<file path="config.mk">
export PLATFORM = sky130hd
export DESIGN_NAME = separable_block_fitness_top_flat
export DESIGN_NICKNAME = d
export VERILOG_FILES = /design/src/rtl/sbf_pkg.sv /design/src/rtl/sbf_channels.sv /design/src/rtl/sbf_score.sv /design/src/rtl/separable_block_fitness_top.sv /design/src/flat_wrapper.sv
export VERILOG_INCLUDE_DIRS = /design/src /design/src/rtl
export SDC_FILE = /design/constraint.sdc
export NUM_CORES = 1
export LEC_CHECK = 0
export BUFFER_PORTS_ARGS = -buffer_cell sky130_fd_sc_hd__buf_2
export CORE_MARGIN = 4
export CORE_UTILIZATION = 54
export CTS_CLUSTER_DIAMETER = 50
export CTS_CLUSTER_SIZE = 16
export DETAILED_ROUTE_END_ITERATION = 6
export HOLD_SLACK_MARGIN = 0.1
export PLACE_DENSITY = 0.8
export SLEW_MARGIN = 20
export SYNTH_ARGS = -nofsm -noshare
export SYNTH_HDL_FRONTEND = slang
export SYNTH_SLANG_ARGS = --single-unit
</file>
<file path="constraint.sdc">
create_clock -name clock -period 7.7 [get_ports clock]
set_input_delay 1.54 -clock clock [delete_from_list [all_inputs] [get_ports clock]]
set_output_delay 1.54 -clock clock [all_outputs]
set_load 0.1 [all_outputs]
</file>
<file path="src/rtl/separable_block_fitness_top_defines.svh">
// assertion macros for the separable block fitness scorer
`ifndef SEPARABLE_BLOCK_FITNESS_TOP_DEFINES_SVH
`define SEPARABLE_BLOCK_FITNESS_TOP_DEFINES_SVH

`ifndef SYNTHESIS
`define SBF_ASSERT(label, clk, rst, prop) \
   label: assert property (@(posedge clk) disable iff (rst) prop) \
      else $error("sbf assertion failed");
`define SBF_ASSERT_NEVER(label, clk, rst, expr) \
   `SBF_ASSERT(label, clk, rst, !(expr))
`else
`define SBF_ASSERT(label, clk, rst, prop)
`define SBF_ASSERT_NEVER(label, clk, rst, expr)
`endif

`endif

</file>
<file path="src/rtl/sbf_pkg.sv">
// shared types and constants for the separable block fitness scorer
package sbf_pkg;

   localparam int unsigned BLOCK_W     = 6;
   localparam int unsigned ACC_W       = 29;
   localparam int unsigned UNIT_W      = 3;
   localparam int unsigned CSR_ADDR_W  = 3;
   localparam int unsigned CSR_DATA_W  = 32;
   localparam int unsigned MODE_W      = 3;
   localparam int unsigned CSR_IDX_BIT = 2;
   localparam longint unsigned MICRO_SCALE = 64'd1000000;

   typedef enum logic [MODE_W-1:0] {
      MODE_ONEMAX      = 3'd0,
      MODE_QUADRATIC   = 3'd1,
      MODE_DECEPTIVE3  = 3'd2,
      MODE_TRAP5       = 3'd3,
      MODE_BIPOLAR6    = 3'd4,
      MODE_MMDP6       = 3'd5
   } mode_type;

   typedef enum logic [0:0] {
      REG_FITNESS_MODE = 1'b0
   } csr_reg_type;

   // rounds a value given in millionths to fixed point with fb fraction bits
   function automatic logic [63:0] fix_micro(input logic [31:0] micro,
                                             input logic [4:0]  fb);
      logic [63:0] scaled;
      scaled = (64'(micro) << fb) + (MICRO_SCALE / 64'd2);
      return scaled / MICRO_SCALE;
   endfunction

endpackage

</file>
<file path="src/rtl/sbf_channels.sv">
// handshake channels carrying block words and fitness words
interface sbf_req_if;
   logic                          valid;
   logic                          ready;
   logic [sbf_pkg::BLOCK_W-1:0]   block_bits;
   logic                          last_block;

   modport source (output valid, output block_bits, output last_block, input ready);
   modport sink   (input valid, input block_bits, input last_block, output ready);
endinterface

interface sbf_rsp_if;
   logic                          valid;
   logic                          ready;
   logic [sbf_pkg::ACC_W-1:0]     fitness_sum;

   modport source (output valid, output fitness_sum, input ready);
   modport sink   (input valid, input fitness_sum, output ready);
endinterface

</file>
<file path="src/rtl/sbf_score.sv">
// per-block score: masked unitation and table pick for the selected mode
module sbf_score #(
   parameter int unsigned FRACTION_BITS = 16,
   localparam int unsigned SCORE_W = FRACTION_BITS + 3
) (
   input  sbf_pkg::mode_type               mode,
   input  logic [sbf_pkg::BLOCK_W-1:0]     block_bits,
   output logic [SCORE_W-1:0]              score
);

   localparam logic [4:0] FB = 5'(FRACTION_BITS);
   localparam logic [SCORE_W-1:0] S_ONE   = SCORE_W'(1) << FRACTION_BITS;
   localparam logic [SCORE_W-1:0] S_FIVE  = SCORE_W'(5) << FRACTION_BITS;
   localparam logic [SCORE_W-1:0] S_0P9   = SCORE_W'(sbf_pkg::fix_micro(32'd900000, FB));
   localparam logic [SCORE_W-1:0] S_0P8   = SCORE_W'(sbf_pkg::fix_micro(32'd800000, FB));
   localparam logic [SCORE_W-1:0] S_MM24  = SCORE_W'(sbf_pkg::fix_micro(32'd360384, FB));
   localparam logic [SCORE_W-1:0] S_MM3   = SCORE_W'(sbf_pkg::fix_micro(32'd640576, FB));

   logic [sbf_pkg::BLOCK_W-1:0] mask;
   logic [sbf_pkg::BLOCK_W-1:0] genes;
   logic [sbf_pkg::UNIT_W-1:0]  ones;
   logic [sbf_pkg::UNIT_W-1:0]  spread;

   function automatic logic [SCORE_W-1:0] deceptive(input logic [1:0] level);
      logic [SCORE_W-1:0] val;
      unique case (level)
         2'd0:    val = S_0P9;
         2'd1:    val = S_0P8;
         2'd3:    val = S_ONE;
         default: val = '0;
      endcase
      return val;
   endfunction

   always_comb begin
      unique case (mode)
         sbf_pkg::MODE_ONEMAX:     mask = 6'b000001;
         sbf_pkg::MODE_QUADRATIC:  mask = 6'b000011;
         sbf_pkg::MODE_DECEPTIVE3: mask = 6'b000111;
         sbf_pkg::MODE_TRAP5:      mask = 6'b011111;
         sbf_pkg::MODE_BIPOLAR6,
         sbf_pkg::MODE_MMDP6:      mask = 6'b111111;
         default:                  mask = '0;
      endcase
      genes = block_bits & mask;
      ones  = '0;
      for (int i = 0; i < sbf_pkg::BLOCK_W; i++) begin
         ones = ones + sbf_pkg::UNIT_W'(genes[i]);
      end
      spread = (ones >= 3'd3) ? (ones - 3'd3) : (3'd3 - ones);
   end

   always_comb begin
      unique case (mode)
         sbf_pkg::MODE_ONEMAX: begin
            score = genes[0] ? S_ONE : '0;
         end
         sbf_pkg::MODE_QUADRATIC: begin
            unique case (genes[1:0])
               2'b00:   score = S_0P9;
               2'b11:   score = S_ONE;
               default: score = '0;
            endcase
         end
         sbf_pkg::MODE_DECEPTIVE3: begin
            score = deceptive(ones[1:0]);
         end
         sbf_pkg::MODE_TRAP5: begin
            score = (ones == 3'd5) ? S_FIVE
                  : (SCORE_W'(3'd4 - ones) << FRACTION_BITS);
         end
         sbf_pkg::MODE_BIPOLAR6: begin
            score = deceptive(spread[1:0]);
         end
         sbf_pkg::MODE_MMDP6: begin
            unique case (ones)
               3'd0, 3'd6: score = S_ONE;
               3'd2, 3'd4: score = S_MM24;
               3'd3:       score = S_MM3;
               default:    score = '0;
            endcase
         end
         default: begin
            score = '0;
         end
      endcase
   end

endmodule

</file>
<file path="src/rtl/separable_block_fitness_top.sv">
// separable block fitness scorer: top level with csr port and accumulator
// Takes one chromosome block word per cycle unless stalled (see below). A word
// is registered on acceptance; in the next cycle its block score (popcount and
// table pick for the configured mode) is added into the saturating accumulator.
// A word marked last moves the total into the result register and clears the
// accumulator, and the fitness word is presented from that register. A result
// waiting at the output only holds the input side back when a further last
// block reaches the accumulator stage. The mode register sits at byte address
// 0; users write it only while no word is in flight; the block does not check.
`include "separable_block_fitness_top_defines.svh"

module separable_block_fitness_top #(
   parameter int unsigned FRACTION_BITS = 16
) (
   input  logic                              clock,
   input  logic                              reset,
   sbf_req_if.sink                           req_chan,
   sbf_rsp_if.source                         rsp_chan,
   input  logic                              psel,
   input  logic                              penable,
   input  logic                              pwrite,
   input  logic [sbf_pkg::CSR_ADDR_W-1:0]    paddr,
   input  logic [sbf_pkg::CSR_DATA_W-1:0]    pwdata,
   output logic [sbf_pkg::CSR_DATA_W-1:0]    prdata,
   output logic                              pready
);

   localparam int unsigned SCORE_W = FRACTION_BITS + 3;
   localparam int unsigned SUM_W   = sbf_pkg::ACC_W + 1;

   sbf_pkg::mode_type              mode_ff, mode_in;
   logic                           s1_valid_ff, s1_valid_in;
   logic [sbf_pkg::BLOCK_W-1:0]    s1_bits_ff, s1_bits_in;
   logic                           s1_last_ff, s1_last_in;
   logic [sbf_pkg::ACC_W-1:0]      acc_ff, acc_in;
   logic                           out_valid_ff, out_valid_in;
   logic [sbf_pkg::ACC_W-1:0]      out_sum_ff, out_sum_in;

   logic [SCORE_W-1:0]             score;
   logic [SUM_W-1:0]               sum_wide;
   logic [sbf_pkg::ACC_W-1:0]      sum_sat;
   logic                           stall;
   logic                           advance;
   logic                           req_take;
   logic                           csr_wr;
   sbf_pkg::csr_reg_type           csr_idx;

   sbf_score #(
      .FRACTION_BITS (FRACTION_BITS)
   ) u_score (
      .mode       (mode_ff),
      .block_bits (s1_bits_ff),
      .score      (score)
   );

   // register interface
   assign pready  = 1'b1;
   assign csr_idx = sbf_pkg::csr_reg_type'(paddr[sbf_pkg::CSR_IDX_BIT]);
   assign csr_wr  = psel && penable && pwrite && pready;

   always_comb begin
      unique case (csr_idx)
         sbf_pkg::REG_FITNESS_MODE: prdata = sbf_pkg::CSR_DATA_W'(mode_ff);
         default:                   prdata = '0;
      endcase
   end

   // datapath
   assign stall    = s1_valid_ff && s1_last_ff && out_valid_ff && !rsp_chan.ready;
   assign advance  = s1_valid_ff && !stall;
   assign req_chan.ready = !s1_valid_ff || !stall;
   assign req_take = req_chan.valid && req_chan.ready;

   assign sum_wide = {1'b0, acc_ff} + SUM_W'(score);
   assign sum_sat  = sum_wide[SUM_W-1] ? '1 : sum_wide[sbf_pkg::ACC_W-1:0];

   always_comb begin
      mode_in = mode_ff;
      if (csr_wr && csr_idx == sbf_pkg::REG_FITNESS_MODE) begin
         mode_in = sbf_pkg::mode_type'(pwdata[sbf_pkg::MODE_W-1:0]);
      end

      s1_valid_in = s1_valid_ff;
      s1_bits_in  = s1_bits_ff;
      s1_last_in  = s1_last_ff;
      if (req_take) begin
         s1_valid_in = 1'b1;
         s1_bits_in  = req_chan.block_bits;
         s1_last_in  = req_chan.last_block;
      end else if (advance) begin
         s1_valid_in = 1'b0;
      end

      acc_in       = acc_ff;
      out_valid_in = out_valid_ff;
      out_sum_in   = out_sum_ff;
      if (out_valid_ff && rsp_chan.ready) begin
         out_valid_in = 1'b0;
      end
      if (advance) begin
         if (s1_last_ff) begin
            acc_in       = '0;
            out_valid_in = 1'b1;
            out_sum_in   = sum_sat;
         end else begin
            acc_in = sum_sat;
         end
      end
   end

   always_ff @(posedge clock) begin
      if (reset) begin
         mode_ff      <= sbf_pkg::MODE_ONEMAX;
         s1_valid_ff  <= 1'b0;
         acc_ff       <= '0;
         out_valid_ff <= 1'b0;
      end else begin
         mode_ff      <= mode_in;
         s1_valid_ff  <= s1_valid_in;
         acc_ff       <= acc_in;
         out_valid_ff <= out_valid_in;
      end
   end

   always_ff @(posedge clock) begin
      s1_bits_ff <= s1_bits_in;
      s1_last_ff <= s1_last_in;
      out_sum_ff <= out_sum_in;
   end

   assign rsp_chan.valid       = out_valid_ff;
   assign rsp_chan.fitness_sum = out_sum_ff;

   `SBF_ASSERT(a_last_clears_acc, clock, reset, advance && s1_last_ff |=> acc_ff == '0)
   `SBF_ASSERT(a_rsp_from_last, clock, reset, $rose(out_valid_ff) |-> $past(advance && s1_last_ff))
   `SBF_ASSERT_NEVER(a_stall_blocks_req, clock, reset, stall && req_chan.ready)
   `SBF_ASSERT(a_plain_word_no_rsp, clock, reset, advance && !s1_last_ff && !out_valid_ff |=> !out_valid_ff)

endmodule
</file>
<file path="src/flat_wrapper.sv">
// flat-port wrapper written by rule: the top's interface ports become plain ports
module separable_block_fitness_top_flat 
#(
   parameter int unsigned FRACTION_BITS = 16
)
  (clock, reset, psel, penable, pwrite, paddr, pwdata, prdata, pready, req_chan_valid, req_chan_block_bits, req_chan_last_block, req_chan_ready, rsp_chan_valid, rsp_chan_fitness_sum, rsp_chan_ready);
  sbf_req_if req_chan_i ();
  sbf_rsp_if rsp_chan_i ();
  input  logic clock;
  input  logic reset;
  input  logic psel;
  input  logic penable;
  input  logic pwrite;
  input  logic [sbf_pkg::CSR_ADDR_W-1:0] paddr;
  input  logic [sbf_pkg::CSR_DATA_W-1:0] pwdata;
  output logic [sbf_pkg::CSR_DATA_W-1:0] prdata;
  output logic pready;
  input wire logic [$bits(req_chan_i.valid)-1:0] req_chan_valid;
  input wire logic [$bits(req_chan_i.block_bits)-1:0] req_chan_block_bits;
  input wire logic [$bits(req_chan_i.last_block)-1:0] req_chan_last_block;
  output wire logic [$bits(req_chan_i.ready)-1:0] req_chan_ready;
  output wire logic [$bits(rsp_chan_i.valid)-1:0] rsp_chan_valid;
  output wire logic [$bits(rsp_chan_i.fitness_sum)-1:0] rsp_chan_fitness_sum;
  input wire logic [$bits(rsp_chan_i.ready)-1:0] rsp_chan_ready;
  assign req_chan_i.valid = req_chan_valid;
  assign req_chan_i.block_bits = req_chan_block_bits;
  assign req_chan_i.last_block = req_chan_last_block;
  assign req_chan_ready = req_chan_i.ready;
  assign rsp_chan_valid = rsp_chan_i.valid;
  assign rsp_chan_fitness_sum = rsp_chan_i.fitness_sum;
  assign rsp_chan_i.ready = rsp_chan_ready;
  separable_block_fitness_top #(.FRACTION_BITS(FRACTION_BITS)) u_core (.clock(clock), .reset(reset), .req_chan(req_chan_i), .rsp_chan(rsp_chan_i), .psel(psel), .penable(penable), .pwrite(pwrite), .paddr(paddr), .pwdata(pwdata), .prdata(prdata), .pready(pready));
endmodule
</file>
==> impl_metrics.json, run 1 <==
{
  "final_common_cell": "nand2_1",
  "ys_seq_area_share_pct": 37.8,
  "top_layer": "met4",
  "slew_headroom_pct": 47.4,
  "setup-tns-final_ns": 0,
  "preCtsSetupSlack_ns": 0.485,
  "post_drt_wl_per_cell_um": 15.6,
  "tritoncts": "built",
  "core_um2": 8300,
  "endpoint_kind": "flop",
  "grt_overflow": 0,
  "die-area_um2": 10200,
  "syn_area_um2": 4660,
  "wl_met3_um": 659,
  "critPathMaxFanout": 14,
  "dpl_cell_area_um2": 4880,
  "antenna_found_initial": 0,
  "leakage_nw": 2.23,
  "slew_viol_final": 0,
  "hpwlAfterDp_mm": 7.60,
  "synth-edff-count": 36,
  "routed_wl_mm": 10.2,
  "ys.flop_type": "edfxtp_1",
  "outcome": "finished, final reports clean",
  "area_growth_pct": 9.58,
  "drive_above_1_share_pct": 18.2,
  "post-route-period-util_pct": 92.9,
  "crit_required_ns": 7.82,
  "ctsResizeCount": 0,
  "vias": 3773,
  "rsz0062_at_grt": "false",
  "nets": 620,
  "holdBufCountCts": 0,
  "wl_met2_mm": 4.90,
  "period_minus_slack_ns": 7.15,
  "avgSynthCellArea_um2": 9.34,
  "design_area_um2": 5110,
  "gp_congestion": 0.904,
  "cts-buffers-inserted": 9,
  "hp-class": "reg -> reg",
  "die_h_um": 101,
  "crit_arrival_ns": 7.27,
  "fmax_mhz": 140,
  "drtPass1Iterations": 5,
  "post_cts_buffers": 0,
  "route.detailed.drc": 0,
  "vdd_drop_max_mv": 0.100,
  "cap_violations": 0,
  "wl_met1_mm": 4.48,
  "antenna_cells": 0,
  "port_buffers": 51,
  "async_flop_share_pct": 0,
  "grt_pass1_vias": 3514,
  "grtUsageTotal_pct": 20.5,
  "h-tree-depth": 3,
  "slowest_delay_ns": 0.54,
  "rows": 33,
  "cts_sinks": 70,
  "vias_per_cell": 5.77,
  "dp_cells": 638,
  "drt_iter0_markers": 235,
  "root_buffer": "clkbuf_8",
  "postSynthCellCount": 499,
  "whs_ns": 0.497,
  "critPathKind": "reg -> reg",
  "cts_buffer_depth": 2,
  "grt_max_degree": 31,
  "fin_ws_ns": 0.549,
  "synth.distinct_cells": 70,
  "setup_violations": 0,
  "yosysWarnings": 0,
  "start_kind": "flop",
  "path_clk_slew_ns": 0.08,
  "start_util_pct": 56.2,
  "worst_path_max_delay_cell": "fa_1",
  "stdcell_count": 654,
  "layout_common_cells": "nand2_1 (56), buf_2 (51), edfxtp_1 (36)",
  "grt_pass1_wl_mm": 16.7,
  "tightest_slew_ns": 0.785,
  "antenna_left": 0,
  "skew_ns": 0.0102,
  "clk_latency_ns": 0.36,
  "synth_seq_cells": 70,
  "design.portCount": 113,
  "powerDensity_nw_per_um2": 176,
  "hold_viol": 0,
  "die_w_um": 101
}
[synth_stat cells (all sizes together), types with 7 or more instances]
| library cell | n | area, um2 |
|---|---|---|
| a21o | 12 | 90.1 |
| o21ai | 25 | 125 |
| dfxtp | 34 | 681 |
| nor2 | 34 | 128 |
| a31oi | 8 | 95.1 |
| mux2i | 8 | 80.1 |
| buf | 35 | 260 |
| nand3 | 12 | 60.1 |
| a21oi | 33 | 169 |
| edfxtp | 36 | 1080 |
| xor2 | 10 | 87.6 |
| clkbuf | 16 | 61.3 |
| xnor2 | 9 | 78.8 |
| ha | 23 | 288 |
| nand2 | 57 | 216 |
| a22o | 21 | 184 |
| inv | 20 | 75.1 |
| nand2b | 7 | 43.8 |
[worst paths after layout]
check                    startpoint                               to  slack, ns  depth (start not counted)
setup reg to reg  u_core.mode_ff[2]  u_core.rsp_chan.fitness_sum[23]       0.55                         25
hold / removal     u_core.acc_ff[2]                 u_core.acc_ff[2]       0.50                          1
setup / recovery  u_core.mode_ff[2]  u_core.rsp_chan.fitness_sum[23]       0.55                         25
hold reg to reg    u_core.acc_ff[2]                 u_core.acc_ff[2]       0.50                          1
[per-layer routing]
layer  GRT usage, %  vias to the layer above
li1               -                     1854
met1           26.8                     1785
met2           34.5                      119
met3           4.50                       15
met4           5.42                        0
met5              0                        -
[cell families after synthesis]
group	synth area share (%)
buf+inv	8.51
flops	37.8
fa+ha+maj	8.11
other cells	0.161
mux	2.20
compound gates	21.1
simple gates	18.5
xor+xnor	3.57
[through the flow]
step                      utilization (%)  power [W]
after global placement               58.8   0.000567
after detailed placement             58.8   0.000569
after floorplan                         -   0.000561
after global routing                 61.5   0.000930
final                                61.5   0.000896
after CTS                            61.5   0.000902
[power by group]
part	switching (W)	leakage (nW)	internal, W
sequential	0.00000391	0.610	0.000399
clock	0.000152	0.106	0.000183
combinational	0.000133	1.51	0.0000246
total	0.000289	2.23	0.000607
[registers in the layout, indices dropped and copies added (netlist names)]
| signal | flops |
|---|---|
| u_core.rsp_chan.valid | 1 |
| u_core.acc_ff | 29 |
| u_core.s1_bits_ff | 6 |
| u_core.s1_last_ff | 1 |
| u_core.mode_ff | 3 |
| u_core.rsp_chan.fitness_sum | 29 |
| u_core.s1_valid_ff | 1 |
[critical path: cells and delay by family (launching register included)]
kind,cells,cell delay (ns)
fa+ha+maj,6,2.45
flops,1,0.44
simple gates,6,1.21
compound gates,8,2.12
buf+inv,4,0.41
mux,1,0.29
[layout make-up]
cell class                      count  area [um2]
Clock buffer                        9         124
Sequential cell                    70        1760
Tap cell                          105         131
Fill cell                         708        3190
Clock inverter                      7        97.6
Timing Repair Buffer               57         300
Multi-Input combinational cell    386        2620
Inverter                           20        75.1
Power figures use the tool's default switching activity.
==> run 2: changes to the inputs <==
Settings changed: ABC_AREA from default to 1, CORE_UTILIZATION 54 to 57, CTS_BUF_LIST from default to sky130_fd_sc_hd__clkbuf_8, PLACE_DENSITY 0.8 to 0.83.
==> run 2 against run 1 <==
Effect of this change: synthesized cell count increased by 35%; largest cell class unchanged; largest power group unchanged; combinational power increased by 16%; hold slack got worse by 0.016 ns; clock skew decreased by 0.0058 ns.
==> impl_metrics.json, run 2 <==
{
  "outcome": "finished, final reports clean",
  "synthAdderAreaFrac_pct": 7.02,
  "synth_compound_gate_area_share_pct": 9.94,
  "yosys.area.top_type": "edfxtp_1",
  "area_growth_pct": 7.95,
  "layout_common_cells": "nand2_1 (147), inv_1 (100), nor2_1 (59)",
  "avgSynthCellArea_um2": 7.80,
  "synth_xor_xnor_area_share_pct": 1.50,
  "start_util_pct": 59.2,
  "rows": 34,
  "cts_buffer_depth": 2,
  "power.total_w": 0.000919,
  "port_buffers": 51,
  "crit_required_ns": 7.90,
  "start_kind": "flop",
  "cpMostUsedCell": "inv_1",
  "netlist_top_cells_area": "edfxtp_1 (21%), dfxtp_1 (13%), nand2_1 (11%), inv_1 (7.0%), ha_1 (5.5%)",
  "hpwlAfterDp_mm": 9.13,
  "ys_seq_area_share_pct": 33.6,
  "grt_overflow": 0,
  "core_um2": 8850,
  "clk_latency_ns": 0.35,
  "synth.distinct_cells": 41,
  "async_flop_share_pct": 0,
  "die_h_um": 104,
  "synth_seq_cells": 70,
  "tritoncts": "built",
  "period_minus_slack_ns": 7.03,
  "antenna_cells": 0,
  "critPathKind": "reg -> reg",
  "grt_pass1_wl_mm": 19.7,
  "fmax_mhz": 142,
  "die-area_um2": 10800,
  "antenna_left": 0,
  "vias_per_cell": 5.24,
  "muxShareOfSynthArea_pct": 0,
  "gp_congestion": 0.927,
  "post-route-period-util_pct": 91.3,
  "endpoint_kind": "flop",
  "drt_iter0_markers": 245,
  "cts-buffers-inserted": 9,
  "hp-class": "reg -> reg",
  "syn_area_um2": 5240,
  "vdd_drop_max_mv": 0.120,
  "vias": 4374,
  "hold_viol": 0,
  "preCtsSetupSlack_ns": 0.745,
  "leakage_nw": 2.76,
  "yosys.area_share.simple_pct": 34.4,
  "postSynthCellCount": 672,
  "root_buffer": "clkbuf_8",
  "grt_max_degree": 35,
  "synth-edff-count": 36,
  "cap_violations": 0,
  "drive_above_1_share_pct": 22.2,
  "yosysWarnings": 0,
  "slew_headroom_pct": 38.8,
  "synth_top_area_share_pct": 20.6,
  "final_common_cell": "nand2_1",
  "path_clk_slew_ns": 0.07,
  "nets": 797,
  "grt_pass1_vias": 4211,
  "drtPass1Iterations": 5,
  "ys.flop_type": "edfxtp_1",
  "critPathMaxFanout": 28,
  "fin_ws_ns": 0.667,
  "rsz0062_at_grt": "false",
  "grtUsageTotal_pct": 22.3,
  "cts_sinks": 70,
  "skew_ns": 0.00438,
  "stdcell_count": 834,
  "powerDensity_nw_per_um2": 163,
  "synth.most_common_cell": "nand2_1",
  "slowest_delay_ns": 0.54,
  "yosys-top-cells-count": "nand2_1 (148), inv_1 (98), nor2_1 (61), a21oi_1 (38), edfxtp_1 (36)",
  "setup_violations": 0,
  "post_cts_buffers": 0,
  "post_drt_wl_per_cell_um": 14.4,
  "ctsResizeCount": 0,
  "dp_cells": 818,
  "worst_path_max_delay_cell": "fa_1",
  "slew_viol_final": 0,
  "design.portCount": 113,
  "h-tree-depth": 3,
  "route.detailed.drc": 0,
  "antenna_found_initial": 0,
  "crit_arrival_ns": 7.23,
  "die_w_um": 104,
  "synth_top_family_by_area": "simple AND/OR/NAND/NOR gates",
  "tightest_slew_ns": 0.917,
  "routed_wl_mm": 12.0,
  "setup-tns-final_ns": 0,
  "holdBufCountCts": 0
}
## run 2: path summary, 6_finish.rpt
check	slack, ns	cells after the start	end	start
max	0.67	31	u_core.acc_ff[2]	u_core.mode_ff[2]
max reg2reg	0.67	31	u_core.acc_ff[2]	u_core.mode_ff[2]
min	0.48	2	u_core.acc_ff[6]	u_core.acc_ff[6]
min reg2reg	0.48	2	u_core.acc_ff[6]	u_core.acc_ff[6]
## run 2: kinds of logic (layout without fill, tap and decap cells)
group,Yosys count,count (layout)
buffers and inverters,145,171
DFF,70,70
AOI/OAI and AO/OA,81,81
xor gates and xnor gates,9,9
and+or+nand+nor,338,338
adders and majority gates,27,27
other,2,30
## run 2: where the power goes
part / internal [W] / switching [W] / total [W]
clock: 0.000188 / 0.000143 / 0.000331
combinational: 0.0000295 / 0.000155 / 0.000184
sequential: 0.000400 / 0.00000375 / 0.000404
total: 0.000618 / 0.000302 / 0.000919
## run 2: stage by stage
step           instance area, um2  util [%]  hold WS [ns]
2_1_floorplan                5340         -         0.450
3_3_place_gp                 5440      61.5         0.462
3_5_place_dp                 5440      61.5         0.471
4_1_cts                      5650      63.9         0.481
5_1_grt                      5660      63.9         0.507
6_report                     5660      63.9         0.481
## run 2: metal layers
layer | vias up | global-route usage (%) | wire (um)
li1 | 2203 | - | -
met1 | 2008 | 29.3 | 5400
met2 | 137 | 37.0 | 5620
met3 | 26 | 4.47 | 684
met4 | 0 | 6.93 | 261
met5 | - | 0 | 0
## run 2: cell type report
| cell class | instances | area (um2) |
|---|---|---|
| fillers | 789 | 3190 |
| clock buffers | 10 | 138 |
| repair buffers | 53 | 270 |
| well taps | 108 | 135 |
| inverters | 102 | 383 |
| clock inverters | 6 | 77.6 |
| multi-input cells | 485 | 2890 |
| flip-flops and latches | 70 | 1760 |
## run 2: critical path: cells and delay by family (launching register included)
family	cells	cell delay, ns
buf+inv	5	0.44
flops	1	0.51
fa+ha+maj	6	2.45
compound gates	6	1.45
simple gates	14	1.98
==> run 3: changes to the inputs <==
==> constraint.sdc (replaced) <==
create_clock -name clock -period 7.7 [get_ports clock]
set_input_delay 0.77 -clock clock [delete_from_list [all_inputs] [get_ports clock]]
set_output_delay 0.77 -clock clock [all_outputs]
set_load 0.1 [all_outputs]
==> run 3 against run 2 <==
Effect of this change: via count is 0.71% higher; largest power group unchanged; utilization unchanged; die area is the same; flip-flop and latch count did not move; total power down 0.43%; wire length shrank 3.1%; fmax grew 0.71%; clock-buffer cell count is the same; register-to-register slack improved by 0.05 ns; hold slack worse by 0.0020 ns; clock skew increased by 0.0072 ns.
==> impl_metrics.json, run 3 (synthesis gave the netlist of run 2 again) <==
{
  "area_growth_pct": 7.95,
  "slowest_delay_ns": 0.54,
  "h-tree-depth": 3,
  "critPathKind": "reg -> reg",
  "hp-class": "reg -> reg",
  "critPathMaxFanout": 28,
  "crit_required_ns": 7.89,
  "skew_ns": 0.0116,
  "cts_sinks": 70,
  "grt_overflow": 0,
  "powerDensity_nw_per_um2": 162,
  "rr_endpoint": "u_core.acc_ff[2]",
  "design_area_um2": 5660,
  "grtUsageTotal_pct": 22.1,
  "route.detailed.drc": 0,
  "nets": 797,
  "antenna_cells": 0,
  "die-area_um2": 10800,
  "post_drt_wl_per_cell_um": 13.9,
  "cts_buffer_depth": 2,
  "stdcell_count": 834,
  "start_kind": "flop",
  "post_cts_buffers": 0,
  "tritoncts": "built",
  "die_w_um": 104,
  "cpMostUsedCell": "inv_1",
  "post-route-period-util_pct": 90.7,
  "path_clk_slew_ns": 0.07,
  "port_buffers": 51,
  "slew_headroom_pct": 38.6,
  "hold_end": "u_core.acc_ff[6]",
  "hold_depth": 2,
  "routed_wl_mm": 11.6,
  "postLayoutCoreUtil_pct": 63.9,
  "setup_violations": 0,
  "core_um2": 8850,
  "worstHoldStart": "u_core.acc_ff[6]",
  "layout_common_cells": "nand2_1 (147), inv_1 (100), nor2_1 (59)",
  "vdd_drop_max_mv": 0.127,
  "regToRegStartpoint": "u_core.mode_ff[2]",
  "holdBufCountCts": 0,
  "vias": 4405,
  "preCtsSetupSlack_ns": 0.781,
  "grt_pass1_vias": 4240,
  "fmax_mhz": 143,
  "design.portCount": 113,
  "r2r_slack_ns": 0.72,
  "hold_viol": 0,
  "grt_pass1_wl_mm": 19.7,
  "leakage_nw": 2.76,
  "period_minus_slack_ns": 6.98,
  "drt_iter0_markers": 252,
  "outcome": "finished, final reports clean",
  "fin_ws_ns": 0.717,
  "vias_per_cell": 5.28,
  "tightest_slew_ns": 0.922,
  "endpoint_kind": "flop",
  "hpwlAfterDp_mm": 8.96,
  "ctsResizeCount": 0,
  "slew_viol_final": 0,
  "drive_above_1_share_pct": 22.2,
  "clk_latency_ns": 0.35,
  "r2r_cells": 31,
  "cts-buffers-inserted": 9,
  "dpl_cell_area_um2": 5440,
  "die_h_um": 104,
  "worst_path_max_delay_cell": "fa_1",
  "setup-tns-final_ns": 0,
  "cap_violations": 0,
  "dp_cells": 818,
  "rows": 34,
  "rsz0062_at_grt": "false",
  "drtPass1Iterations": 6,
  "final_common_cell": "nand2_1",
  "grt_max_degree": 35,
  "crit_arrival_ns": 7.17,
  "start_util_pct": 59.2,
  "antenna_found_initial": 0,
  "root_buffer": "clkbuf_8",
  "gp_congestion": 0.915,
  "antenna_left": 0
}
## run 3: cell counts in the layout (fill, tap and decap cells not counted)
Identical to the previous run, type by type.
## run 3: worst max-delay path: cells and delay by family (launching register included)
kind	cells	cell delay, ns
adders and majority gates	6	2.45
and+or+nand+nor	14	1.93
AOI/OAI and AO/OA	6	1.47
DFF	1	0.50
buffers and inverters	5	0.43
## run 3: cell type report
class                      count  area (um2)
fill                         811        3190
multi-input combinational    485        2890
sequential                    70        1760
inverter                     102         383
timing repair buffer          53         270
clock buffer                  10         138
tap                          108         135
clock inverter                 6        77.6
## run 3: layer usage
layer | vias to the layer above | wire [um] | GRT usage (%)
met1 | 2034 | 5260 | 29.5
li1 | 2210 | - | -
met3 | 17 | 657 | 4.10
met2 | 144 | 5510 | 36.5
met4 | 0 | 174 | 6.36
met5 | - | 0 | 0
## run 3: how the worst max path moves through the flow
stage | from | endpoint | slack, ns
after detailed placement | u_core.mode_ff[2] | u_core.acc_ff[2] | 0.78
after CTS | u_core.mode_ff[2] | u_core.acc_ff[2] | 0.76
after global routing | u_core.mode_ff[2] | u_core.acc_ff[2] | 0.25
after floorplan | u_core.mode_ff[2] | u_core.rsp_chan.fitness_sum[10] | 1.98
after global placement | u_core.mode_ff[2] | u_core.acc_ff[2] | 0.96
final | u_core.mode_ff[2] | u_core.acc_ff[2] | 0.72
## run 3: power breakdown
part / switching (W) / internal [W]
logic: 0.000154 / 0.0000295
clock network: 0.000140 / 0.000188
registers: 0.00000368 / 0.000400
total: 0.000298 / 0.000618
## run 3: per-stage QoR
step	total power, W	hold WS (ns)
after floorplan	0.000583	0.450
after global placement	0.000594	0.462
after detailed placement	0.000596	0.470
after CTS	0.000923	0.481
after global routing	0.000951	0.507
final	0.000915	0.479
